$ cat config.mk
export PLATFORM = sky130hd
export DESIGN_NAME = radix_string_to_integer_flat
export DESIGN_NICKNAME = d
export VERILOG_FILES = /design/src/design/rsi_pkg.sv /design/src/design/rsi_if.sv /design/src/design/rsi_in_reg.sv /design/src/design/rsi_digit_decode.sv /design/src/design/rsi_core.sv /design/src/design/radix_string_to_integer.sv /design/src/flat_wrapper.sv
export SDC_FILE = /design/constraint.sdc
export NUM_CORES = 1
export LEC_CHECK = 0
export ABC_CLOCK_PERIOD_IN_PS = 11450
export BUFFER_PORTS_ARGS = -buffer_cell sky130_fd_sc_hd__buf_2
export CAP_MARGIN = 25
export CELL_PAD_IN_SITES_DETAIL_PLACEMENT = 0
export CELL_PAD_IN_SITES_GLOBAL_PLACEMENT = 1
export CORE_AREA = 2 2 186 325
export DETAILED_ROUTE_END_ITERATION = 8
export DIE_AREA = 0 0 188 327
export PLACE_DENSITY_LB_ADDON = 0.1
export SYNTH_ARGS = -nofsm -noshare
export SYNTH_HDL_FRONTEND = slang
export SYNTH_HIERARCHICAL = 1
export SYNTH_SLANG_ARGS = --single-unit
$ cat constraint.sdc
create_clock -name clk -period 11.45 [get_ports clk]
set_clock_uncertainty 0.05 [all_clocks]
set_input_delay 1.7175 -clock clk [delete_from_list [all_inputs] [get_ports clk]]
set_output_delay 1.7175 -clock clk [all_outputs]
set_load 0.01 [all_outputs]
$ cat src/design/rsi_pkg.sv
// shared types and constants for the radix string-to-integer parser
// no dependencies; every other design file imports this package
package rsi_pkg;

  localparam int CHAR_W      = 8;
  localparam int VALUE_W     = 64;
  localparam int RADIX_W     = 5;
  localparam int TARGET_W    = 3;
  localparam int CFG_INDEX_W = 1;
  localparam int CFG_DATA_W  = 5;
  // product of the accumulator and a radix of at most 16, plus a digit
  localparam int PROD_W      = VALUE_W + RADIX_W;

  // register indexes
  localparam logic [CFG_INDEX_W-1:0] CFG_RADIX_SELECT = 1'b0;
  localparam logic [CFG_INDEX_W-1:0] CFG_TARGET_KIND  = 1'b1;

  localparam logic [RADIX_W-1:0]  RADIX_SELECT_RESET = 5'd0;
  localparam logic [TARGET_W-1:0] TARGET_KIND_RESET  = 3'd3;

  // radix codes
  localparam logic [RADIX_W-1:0] RADIX_NONE = 5'd0;
  localparam logic [RADIX_W-1:0] RADIX_2    = 5'd2;
  localparam logic [RADIX_W-1:0] RADIX_8    = 5'd8;
  localparam logic [RADIX_W-1:0] RADIX_10   = 5'd10;
  localparam logic [RADIX_W-1:0] RADIX_16   = 5'd16;

  // target kind: bit 2 marks signed, bits 1:0 select 8/16/32/64 bits
  localparam int TK_SIGNED_BIT = 2;
  localparam logic [1:0] TK_W8  = 2'd0;
  localparam logic [1:0] TK_W16 = 2'd1;
  localparam logic [1:0] TK_W32 = 2'd2;
  localparam logic [1:0] TK_W64 = 2'd3;

  // characters
  localparam logic [CHAR_W-1:0] CH_PLUS  = 8'h2B;
  localparam logic [CHAR_W-1:0] CH_MINUS = 8'h2D;
  localparam logic [CHAR_W-1:0] CH_0     = 8'h30;
  localparam logic [CHAR_W-1:0] CH_1     = 8'h31;
  localparam logic [CHAR_W-1:0] CH_9     = 8'h39;
  localparam logic [CHAR_W-1:0] CH_UA    = 8'h41;
  localparam logic [CHAR_W-1:0] CH_UZ    = 8'h5A;
  localparam logic [CHAR_W-1:0] CH_LA    = 8'h61;
  localparam logic [CHAR_W-1:0] CH_LB    = 8'h62;
  localparam logic [CHAR_W-1:0] CH_LF    = 8'h66;
  localparam logic [CHAR_W-1:0] CH_LX    = 8'h78;
  localparam logic [CHAR_W-1:0] CASE_BIT = 8'h20;

  typedef struct packed {
    logic [CHAR_W-1:0] char_code;
    logic              char_present;
    logic              last;
  } rsi_item_t;

  typedef struct packed {
    logic [RADIX_W-1:0]  radix_select;
    logic [TARGET_W-1:0] target_kind;
  } rsi_cfg_t;

  typedef struct packed {
    logic       bad;
    logic [3:0] val;
  } rsi_digit_t;

endpackage

$ cat src/design/rsi_if.sv
// handshake interfaces for the character stream and the result stream
// depends on rsi_pkg
interface rsi_char_if import rsi_pkg::*; ();
  logic              valid;
  logic              ready;
  logic [CHAR_W-1:0] char_code;
  logic              char_present;
  logic              last;

  modport source (output valid, char_code, char_present, last, input ready);
  modport sink   (input valid, char_code, char_present, last, output ready);
endinterface

interface rsi_result_if import rsi_pkg::*; ();
  logic               valid;
  logic               ready;
  logic               ok;
  logic [VALUE_W-1:0] value;

  modport source (output valid, ok, value, input ready);
  modport sink   (input valid, ok, value, output ready);
endinterface

$ cat src/design/rsi_in_reg.sv
// input register for the character stream
// depends on rsi_pkg and rsi_char_if
module rsi_in_reg import rsi_pkg::*; (
  input  logic              clk,
  input  logic              rst,
  rsi_char_if.sink          chars,
  input  logic              take,
  output logic              item_valid,
  output rsi_item_t         item
);

  assign chars.ready = !item_valid || take;

  always_ff @(posedge clk) begin
    if (rst) begin
      item_valid <= 1'b0;
    end else if (chars.valid && chars.ready) begin
      item_valid <= 1'b1;
    end else if (take) begin
      item_valid <= 1'b0;
    end
  end

  always_ff @(posedge clk) begin
    if (chars.valid && chars.ready) begin
      item.char_code    <= chars.char_code;
      item.char_present <= chars.char_present;
      item.last         <= chars.last;
    end
  end

endmodule

$ cat src/design/rsi_digit_decode.sv
// maps one ASCII character to a hex digit value, or flags it as no digit
// depends on rsi_pkg
module rsi_digit_decode import rsi_pkg::*; (
  input  logic [CHAR_W-1:0] char_code,
  output rsi_digit_t        digit
);

  logic [CHAR_W-1:0] lower;

  always_comb begin
    lower = char_code;
    if (char_code >= CH_UA && char_code <= CH_UZ) begin
      lower = char_code | CASE_BIT;
    end
    digit.bad = 1'b0;
    digit.val = 4'd0;
    if (char_code >= CH_0 && char_code <= CH_9) begin
      digit.val = 4'(char_code - CH_0);
    end else if (lower >= CH_LA && lower <= CH_LF) begin
      digit.val = 4'(8'd10 + (lower - CH_LA));
    end else begin
      digit.bad = 1'b1;
    end
  end

endmodule

$ cat src/design/rsi_core.sv
// parse state, per-character update, range check and result register
// depends on rsi_pkg, rsi_result_if and rsi_digit_decode
module rsi_core import rsi_pkg::*; (
  input  logic       clk,
  input  logic       rst,
  input  rsi_cfg_t   cfg,
  input  logic       item_valid,
  input  rsi_item_t  item,
  output logic       take,
  rsi_result_if.source results
);

  typedef enum logic [3:0] {
    PH_START  = 4'b0001,
    PH_SIGNED = 4'b0010,
    PH_ZERO   = 4'b0100,
    PH_DIGITS = 4'b1000
  } rsi_phase_t;

  rsi_phase_t         phase, phase_next;
  logic [VALUE_W-1:0] acc, acc_next;
  logic               negative, negative_next;
  logic [RADIX_W-1:0] radix, radix_next;
  logic               failed, failed_next;

  logic               out_valid;
  logic               out_ok;
  logic [VALUE_W-1:0] out_value;
  logic               ok_next;
  logic [VALUE_W-1:0] value_next;

  rsi_digit_t         digit;
  logic               radix_ok;
  logic               start_prefix;
  logic               do_latch;
  logic               do_digit;
  logic [RADIX_W-1:0] detected;
  logic [PROD_W-1:0]  prod;
  logic               fin_fail;
  logic [VALUE_W-1:0] umax;
  logic [VALUE_W-1:0] smax;
  logic               tk_signed;

  rsi_digit_decode u_digit (
    .char_code (item.char_code),
    .digit     (digit)
  );

  assign radix_ok = (cfg.radix_select == RADIX_NONE) ||
                    (cfg.radix_select >= RADIX_2 && cfg.radix_select <= RADIX_16);
  assign tk_signed = cfg.target_kind[TK_SIGNED_BIT];

  // a non-final word never waits on the result side
  assign take = item_valid && (!item.last || !out_valid || results.ready);

  always_comb begin
    case (cfg.target_kind[1:0])
      TK_W8:   umax = 64'h0000_0000_0000_00FF;
      TK_W16:  umax = 64'h0000_0000_0000_FFFF;
      TK_W32:  umax = 64'h0000_0000_FFFF_FFFF;
      TK_W64:  umax = 64'hFFFF_FFFF_FFFF_FFFF;
      default: umax = 64'hFFFF_FFFF_FFFF_FFFF;
    endcase
    smax = umax >> 1;
  end

  always_comb begin
    phase_next    = phase;
    acc_next      = acc;
    negative_next = negative;
    radix_next    = radix;
    failed_next   = failed;
    start_prefix  = 1'b0;
    do_latch      = 1'b0;
    do_digit      = 1'b0;
    detected      = RADIX_NONE;
    prod          = '0;
    fin_fail      = 1'b0;
    ok_next       = 1'b0;
    value_next    = '0;

    if (item.char_present && !failed) begin
      case (phase)
        PH_START: begin
          if (item.char_code == CH_PLUS) begin
            phase_next = PH_SIGNED;
          end else if (item.char_code == CH_MINUS) begin
            if (tk_signed) begin
              negative_next = 1'b1;
              phase_next    = PH_SIGNED;
            end else begin
              failed_next = 1'b1;
            end
          end else begin
            start_prefix = 1'b1;
          end
        end
        PH_SIGNED: start_prefix = 1'b1;
        PH_ZERO: begin
          phase_next = PH_DIGITS;
          do_latch   = 1'b1;
          if (item.char_code == CH_LX) begin
            detected = RADIX_16;
          end else if (item.char_code == CH_LB) begin
            detected = RADIX_2;
          end else begin
            detected = RADIX_8;
            do_digit = 1'b1;
          end
        end
        PH_DIGITS: do_digit = 1'b1;
        default: ;
      endcase

      if (start_prefix) begin
        if (item.char_code == CH_0) begin
          phase_next = PH_ZERO;
        end else begin
          phase_next = PH_DIGITS;
          do_latch   = 1'b1;
          do_digit   = 1'b1;
          if (item.char_code >= CH_1 && item.char_code <= CH_9) begin
            detected = RADIX_10;
          end
        end
      end
    end

    // a forced radix overrides the one the prefix implies
    if (do_latch) begin
      if (!radix_ok) begin
        failed_next = 1'b1;
      end else begin
        radix_next = (cfg.radix_select != RADIX_NONE) ? cfg.radix_select : detected;
        if (radix_next == RADIX_NONE) begin
          failed_next = 1'b1;
        end
      end
    end

    if (do_digit && !failed_next) begin
      prod = {{RADIX_W{1'b0}}, acc} * {{VALUE_W{1'b0}}, radix_next}
             + {{(PROD_W-4){1'b0}}, digit.val};
      if (radix_next < RADIX_2 || digit.bad || {1'b0, digit.val} >= radix_next ||
          (|prod[PROD_W-1:VALUE_W])) begin
        failed_next = 1'b1;
      end else begin
        acc_next = prod[VALUE_W-1:0];
      end
    end

    // end of string: settle an unresolved prefix, then check the range
    fin_fail = failed_next;
    if (phase_next == PH_START || phase_next == PH_SIGNED) begin
      if (!radix_ok || cfg.radix_select == RADIX_NONE) begin
        fin_fail = 1'b1;
      end
    end else if (phase_next == PH_ZERO) begin
      if (!radix_ok) begin
        fin_fail = 1'b1;
      end
    end
    if (!fin_fail) begin
      if (!tk_signed) begin
        ok_next    = !(|(acc_next & ~umax));
        value_next = acc_next;
      end else if (negative_next) begin
        ok_next    = !(|(acc_next & ~smax)) || (acc_next == smax + 64'd1);
        value_next = '0 - acc_next;
      end else begin
        ok_next    = !(|(acc_next & ~smax));
        value_next = acc_next;
      end
    end
    if (!ok_next) begin
      value_next = '0;
    end

    if (item.last) begin
      phase_next    = PH_START;
      acc_next      = '0;
      negative_next = 1'b0;
      radix_next    = RADIX_NONE;
      failed_next   = 1'b0;
    end
  end

  always_ff @(posedge clk) begin
    if (rst) begin
      phase    <= PH_START;
      acc      <= '0;
      negative <= 1'b0;
      radix    <= RADIX_NONE;
      failed   <= 1'b0;
    end else if (take) begin
      phase    <= phase_next;
      acc      <= acc_next;
      negative <= negative_next;
      radix    <= radix_next;
      failed   <= failed_next;
    end
  end

  always_ff @(posedge clk) begin
    if (rst) begin
      out_valid <= 1'b0;
    end else if (take && item.last) begin
      out_valid <= 1'b1;
    end else if (results.ready) begin
      out_valid <= 1'b0;
    end
  end

  always_ff @(posedge clk) begin
    if (take && item.last) begin
      out_ok    <= ok_next;
      out_value <= value_next;
    end
  end

  assign results.valid = out_valid;
  assign results.ok    = out_ok;
  assign results.value = out_value;

endmodule

$ cat src/design/radix_string_to_integer.sv
// Streaming radix string-to-integer parser: one ASCII character per word
// on chars, one result word on results for each word marked last. Every
// word passes an input register and then the update logic (digit
// decode, a 64 by 5 bit multiply-add and the overflow and range checks),
// so the block takes one word per clock; a finished result sits in an
// output register and only the next last word waits for it to be taken.
// Registers are written through cfg_write/cfg_index/cfg_data: index 0 is
// radix_select (0 detects from the prefix, 2..16 forces), index 1 is
// target_kind (0..3 unsigned 8..64 bits, 4..7 signed 8..64 bits).
// Depends on rsi_pkg, rsi_if, rsi_in_reg, rsi_digit_decode and rsi_core.
module radix_string_to_integer import rsi_pkg::*; (
  input  logic                   clk,
  input  logic                   rst,
  input  logic                   cfg_write,
  input  logic [CFG_INDEX_W-1:0] cfg_index,
  input  logic [CFG_DATA_W-1:0]  cfg_data,
  rsi_char_if.sink               chars,
  rsi_result_if.source           results
);

  rsi_cfg_t  cfg;
  logic      item_valid;
  rsi_item_t item;
  logic      take;

  always_ff @(posedge clk) begin
    if (rst) begin
      cfg.radix_select <= RADIX_SELECT_RESET;
      cfg.target_kind  <= TARGET_KIND_RESET;
    end else if (cfg_write) begin
      case (cfg_index)
        CFG_RADIX_SELECT: cfg.radix_select <= cfg_data;
        CFG_TARGET_KIND:  cfg.target_kind  <= cfg_data[TARGET_W-1:0];
        default: ;
      endcase
    end
  end

  rsi_in_reg u_in_reg (
    .clk        (clk),
    .rst        (rst),
    .chars      (chars),
    .take       (take),
    .item_valid (item_valid),
    .item       (item)
  );

  rsi_core u_core (
    .clk        (clk),
    .rst        (rst),
    .cfg        (cfg),
    .item_valid (item_valid),
    .item       (item),
    .take       (take),
    .results    (results)
  );

endmodule
$ cat src/flat_wrapper.sv
// flat-port wrapper written by rule: the top's interface ports become plain ports
module radix_string_to_integer_flat import rsi_pkg::*;
  (clk, rst, cfg_write, cfg_index, cfg_data, chars_valid, chars_char_code, chars_char_present, chars_last, chars_ready, results_valid, results_ok, results_value, results_ready);
  rsi_char_if chars_i ();
  rsi_result_if results_i ();
  input  logic clk;
  input  logic rst;
  input  logic cfg_write;
  input  logic [CFG_INDEX_W-1:0] cfg_index;
  input  logic [CFG_DATA_W-1:0] cfg_data;
  input wire logic [$bits(chars_i.valid)-1:0] chars_valid;
  input wire logic [$bits(chars_i.char_code)-1:0] chars_char_code;
  input wire logic [$bits(chars_i.char_present)-1:0] chars_char_present;
  input wire logic [$bits(chars_i.last)-1:0] chars_last;
  output wire logic [$bits(chars_i.ready)-1:0] chars_ready;
  output wire logic [$bits(results_i.valid)-1:0] results_valid;
  output wire logic [$bits(results_i.ok)-1:0] results_ok;
  output wire logic [$bits(results_i.value)-1:0] results_value;
  input wire logic [$bits(results_i.ready)-1:0] results_ready;
  assign chars_i.valid = chars_valid;
  assign chars_i.char_code = chars_char_code;
  assign chars_i.char_present = chars_char_present;
  assign chars_i.last = chars_last;
  assign chars_ready = chars_i.ready;
  assign results_valid = results_i.valid;
  assign results_ok = results_i.ok;
  assign results_value = results_i.value;
  assign results_i.ready = results_ready;
  radix_string_to_integer u_core (.clk(clk), .rst(rst), .cfg_write(cfg_write), .cfg_index(cfg_index), .cfg_data(cfg_data), .chars(chars_i), .results(results_i));
endmodule
==> qor.yml <==
status:
  status: "completed"
synth:
  muxShareOfSynthArea_pct: 2.99
  yosysSeqAreaShare_pct: 17.0
  synth_cell_types: 105
  synth_area_leaders: "fa_1, edfxtp_1, ha_1"
  synth-simple-area-share_pct: 27.3
  synth_nets: 3245
  netlist_area_um2: 23300
  synth_top_area_share_pct: 16.3
  ys_warn_count: 6
  synth-compound-area-share_pct: 15.1
  synth_xor_area_share_pct: 4.47
  ys.flop_type: "dfxtp_1"
  synth-edff-count: 75
  yosys.area_share.adder_pct: 24.2
  synth.avg_cell_area_um2: 8.07
  netlist_instances: 2887
  ys_ff_latch: 160
  synth_top_family_by_area: "simple AND/OR/NAND/NOR gates"
  post-synth-top-area-cell: "fa_1"
  async_flop_share_pct: 0
place:
  dp_cells: 3623
  placed_cell_area_um2: 24500
  port_buffers: 87
  place.gp.congestion: 0.937
  post-place-ws_ns: 0.513
  dpl.hpwl_mm: 65.0
cts:
  cts_setup_buffers: 0
  cts_max_level: 4
  clkTransAtPathRegs_ns: 0.07
  clock-root-buffer: "clkbuf_16"
  cts_max_path_buffers: 2
  worstSkewPairLatency_ns: 0.49
  cts_inserted_buffers: 17
  cts_tree: "done"
  clock_sinks: 160
floorplan:
  dieArea_um2: 61500
  fp.coreArea_um2: 58900
  ios: 88
  initial_core_util_pct: 39.6
  rows: 118
  die_w_um: 188
  die_h_um: 327
sta:
  hold_slack_ns: 0.430
  finalSetupTns_ns: 0
  worst_slew_pin_slew_ns: 1.05
  report.final.slew_viol_count: 0
  final_period_minus_worst_setup_slack_ns: 10.92
  slew_headroom_pct: 29.9
  fmax_mhz: 91.5
  setup_ws_ns: 0.525
  rsz0062_at_grt: "false"
  finalCritPeriodShare_pct: 95.4
  setup_viol: 0
  finalHoldViolations: 0
global_routing:
  grt_pass1_vias: 21600
  grt_use_met2_pct: 52.1
  grt_max_degree: 87
  grt_use_met3_pct: 2.97
  grt_util_all_layers_pct: 27.5
  antenna_found_initial: 0
  met1_usage_pct: 31.0
  grt_overflow: 0
  busiest_layer: "met2"
  grt_pass1_wl_mm: 130
detailed_routing:
  antenna_left: 0
  drc_errors: 0
  wire_per_inst_um: 22.9
  drt_iter0_markers: 1317
  drt-pass1-iter-count: 8
  viasPerCell: 5.68
  num_vias: 20800
  wirelength_mm: 83.8
setup_path:
  rr_startpoint: "u_core/u_in_reg/item[4]"
  cp_common_cell: "fa_1"
  cp-start-kind: "register"
  r2r-end: "u_core/u_core/results.value[17]"
  crit_required_ns: 11.74
  cp.arrival_ns: 11.21
  endpoint: "u_core/u_core/results.value[17]"
  crit_fanout: 86
  timing.reg2reg.worst_path_depth: 30
  crit_slowest_cell: "or4_4"
  cp-end-kind: "register"
  rrSetupSlack_ns: 0.53
  startpoint: "u_core/u_in_reg/item[4]"
  critPathKind: "reg -> reg"
  slowest_delay_ns: 0.64
job:
  max_cap_viol_count: 0
layout:
  final_cells: 3657
  syn2layout_area_growth_pct: 7.87
  drive_gt1_share_pct: 10.5
  n_antenna_cell: 0
  fill_cells: 6038
  fin_area_um2: 25100
  nNetsFinal: 3222
  postLayoutCoreUtil_pct: 42.7
min_path:
  hold_class: "reg -> reg"
  min_path_cells: 2
power_and_ir_drop:
  vdd_drop_max_v: 0.000121
  finalPower_mw: 1.42
  power_density_nw_per_um2: 56.4
  power_leakage_nw: 10.9
==> repair_timing <==
action	4_1_cts	5_1_grt
setup endpoints to repair	0	27
hold buffers	0	0
gates resized for setup	0	1
hold endpoints to repair	0	0
==> layout by cell type (no fill, tap or decap), types with 9 or more instances in the layout <==
cell type and n:
a211oi_1 16, a21o_1 24, a21oi_1 150, a22oi_1 58
a31oi_1 20, and2_1 130, and3_1 16, and4_1 16
buf_2 87, buf_4 49, clkbuf_16 17, dfxtp_1 85
edfxtp_1 75, fa_1 190, ha_1 147, inv_1 330
mux2_2 10, mux2i_1 55, nand2_1 177, nand2b_1 25
nand3_1 43, nand4_1 42, nor2_1 267, nor2_2 11
nor2_4 40, nor2b_1 188, nor3_1 69, nor4_1 32
o2111ai_1 9, o211ai_1 18, o21a_1 23, o21ai_0 90
o21ai_1 14, o31ai_1 17, or2_2 13, or3_1 22
or4_1 11, xnor2_1 67, xor2_1 52
==> sequential cells by signal, indices dropped and copies added (netlist names) <==
| register | flops |
|---|---|
| u_core/u_core/radix | 5 |
| u_core/u_core/acc | 64 |
| u_core/u_core/phase | 4 |
| u_core/u_core/results.valid | 1 |
| u_core/u_in_reg/item_valid | 1 |
| u_core/u_core/negative | 1 |
| u_core/cfg | 8 |
| u_core/u_in_reg/item | 10 |
| u_core/u_core/failed | 1 |
| u_core/u_core/results.value | 64 |
| u_core/u_core/results.ok | 1 |
==> synth_stat cells (57+ instances only) <==
master      n
a21oi_1   152
a22oi_1    58
and2_1    130
clkbuf_1  121
dfxtp_1    85
edfxtp_1   75
fa_1      190
ha_1      147
inv_1     330
mux2i_1    57
nand2_1   177
nor2_1    269
nor2b_1   188
nor3_1     69
o21ai_0    90
xnor2_1    67
==> worst min-delay path by stage <==
stage | from | end | slack [ns]
after floorplan | u_core/cfg[0] | u_core/cfg[0] | 0.38
final | u_core/cfg[4] | u_core/cfg[4] | 0.43
after global routing | u_core/cfg[6] | u_core/cfg[6] | 0.46
after CTS | u_core/cfg[4] | u_core/cfg[4] | 0.43
after detailed placement | u_core/cfg[4] | u_core/cfg[4] | 0.42
after global placement | u_core/cfg[4] | u_core/cfg[4] | 0.42
==> area by class of cell <==
| cell class | instances | area, um2 | area share (%) |
|---|---|---|---|
| Tap cell | 780 | 976 | 3.88 |
| Sequential cell | 160 | 3950 | 15.7 |
| Clock inverter | 14 | 176 | 0.702 |
| Clock buffer | 18 | 439 | 1.75 |
| Timing Repair Buffer | 145 | 991 | 3.94 |
| Inverter | 332 | 1250 | 4.96 |
| Multi-Input combinational cell | 2208 | 17400 | 69.0 |
==> metal layers <==
layer  part of all wire (%)  vias up
met1                     38    10300
met3                    3.8      165
met5                      0        -
li1                       -     9681
met4                    4.3        0
met2                     54      574
==> critical path: cells and delay by family, from the launching register on <==
kind	cells	cell delay [ns]
adder cells (fa/ha/maj)	4	2.05
buffers and inverters	6	1.41
multiplexers	2	1.10
flip-flops	1	0.56
AND/OR/NAND/NOR	8	2.50
AO/OA/AOI/OAI	10	2.97
==> logic make-up after synthesis <==
| family | Yosys count |
|---|---|
| AOI/OAI and AO/OA | 531 |
| xor gates and xnor gates | 119 |
| adders and majority gates | 337 |
| buffers and inverters | 519 |
| DFF | 160 |
| muxes | 68 |
| and+or+nand+nor | 1153 |
==> power by group <==
part           leakage (nW)  switching, mW  internal, mW
Clock                 0.301          0.284         0.353
Sequential             1.40         0.0115         0.609
Combinational          9.18          0.118        0.0416
No activity file was read; power rests on OpenSTA's default activity.
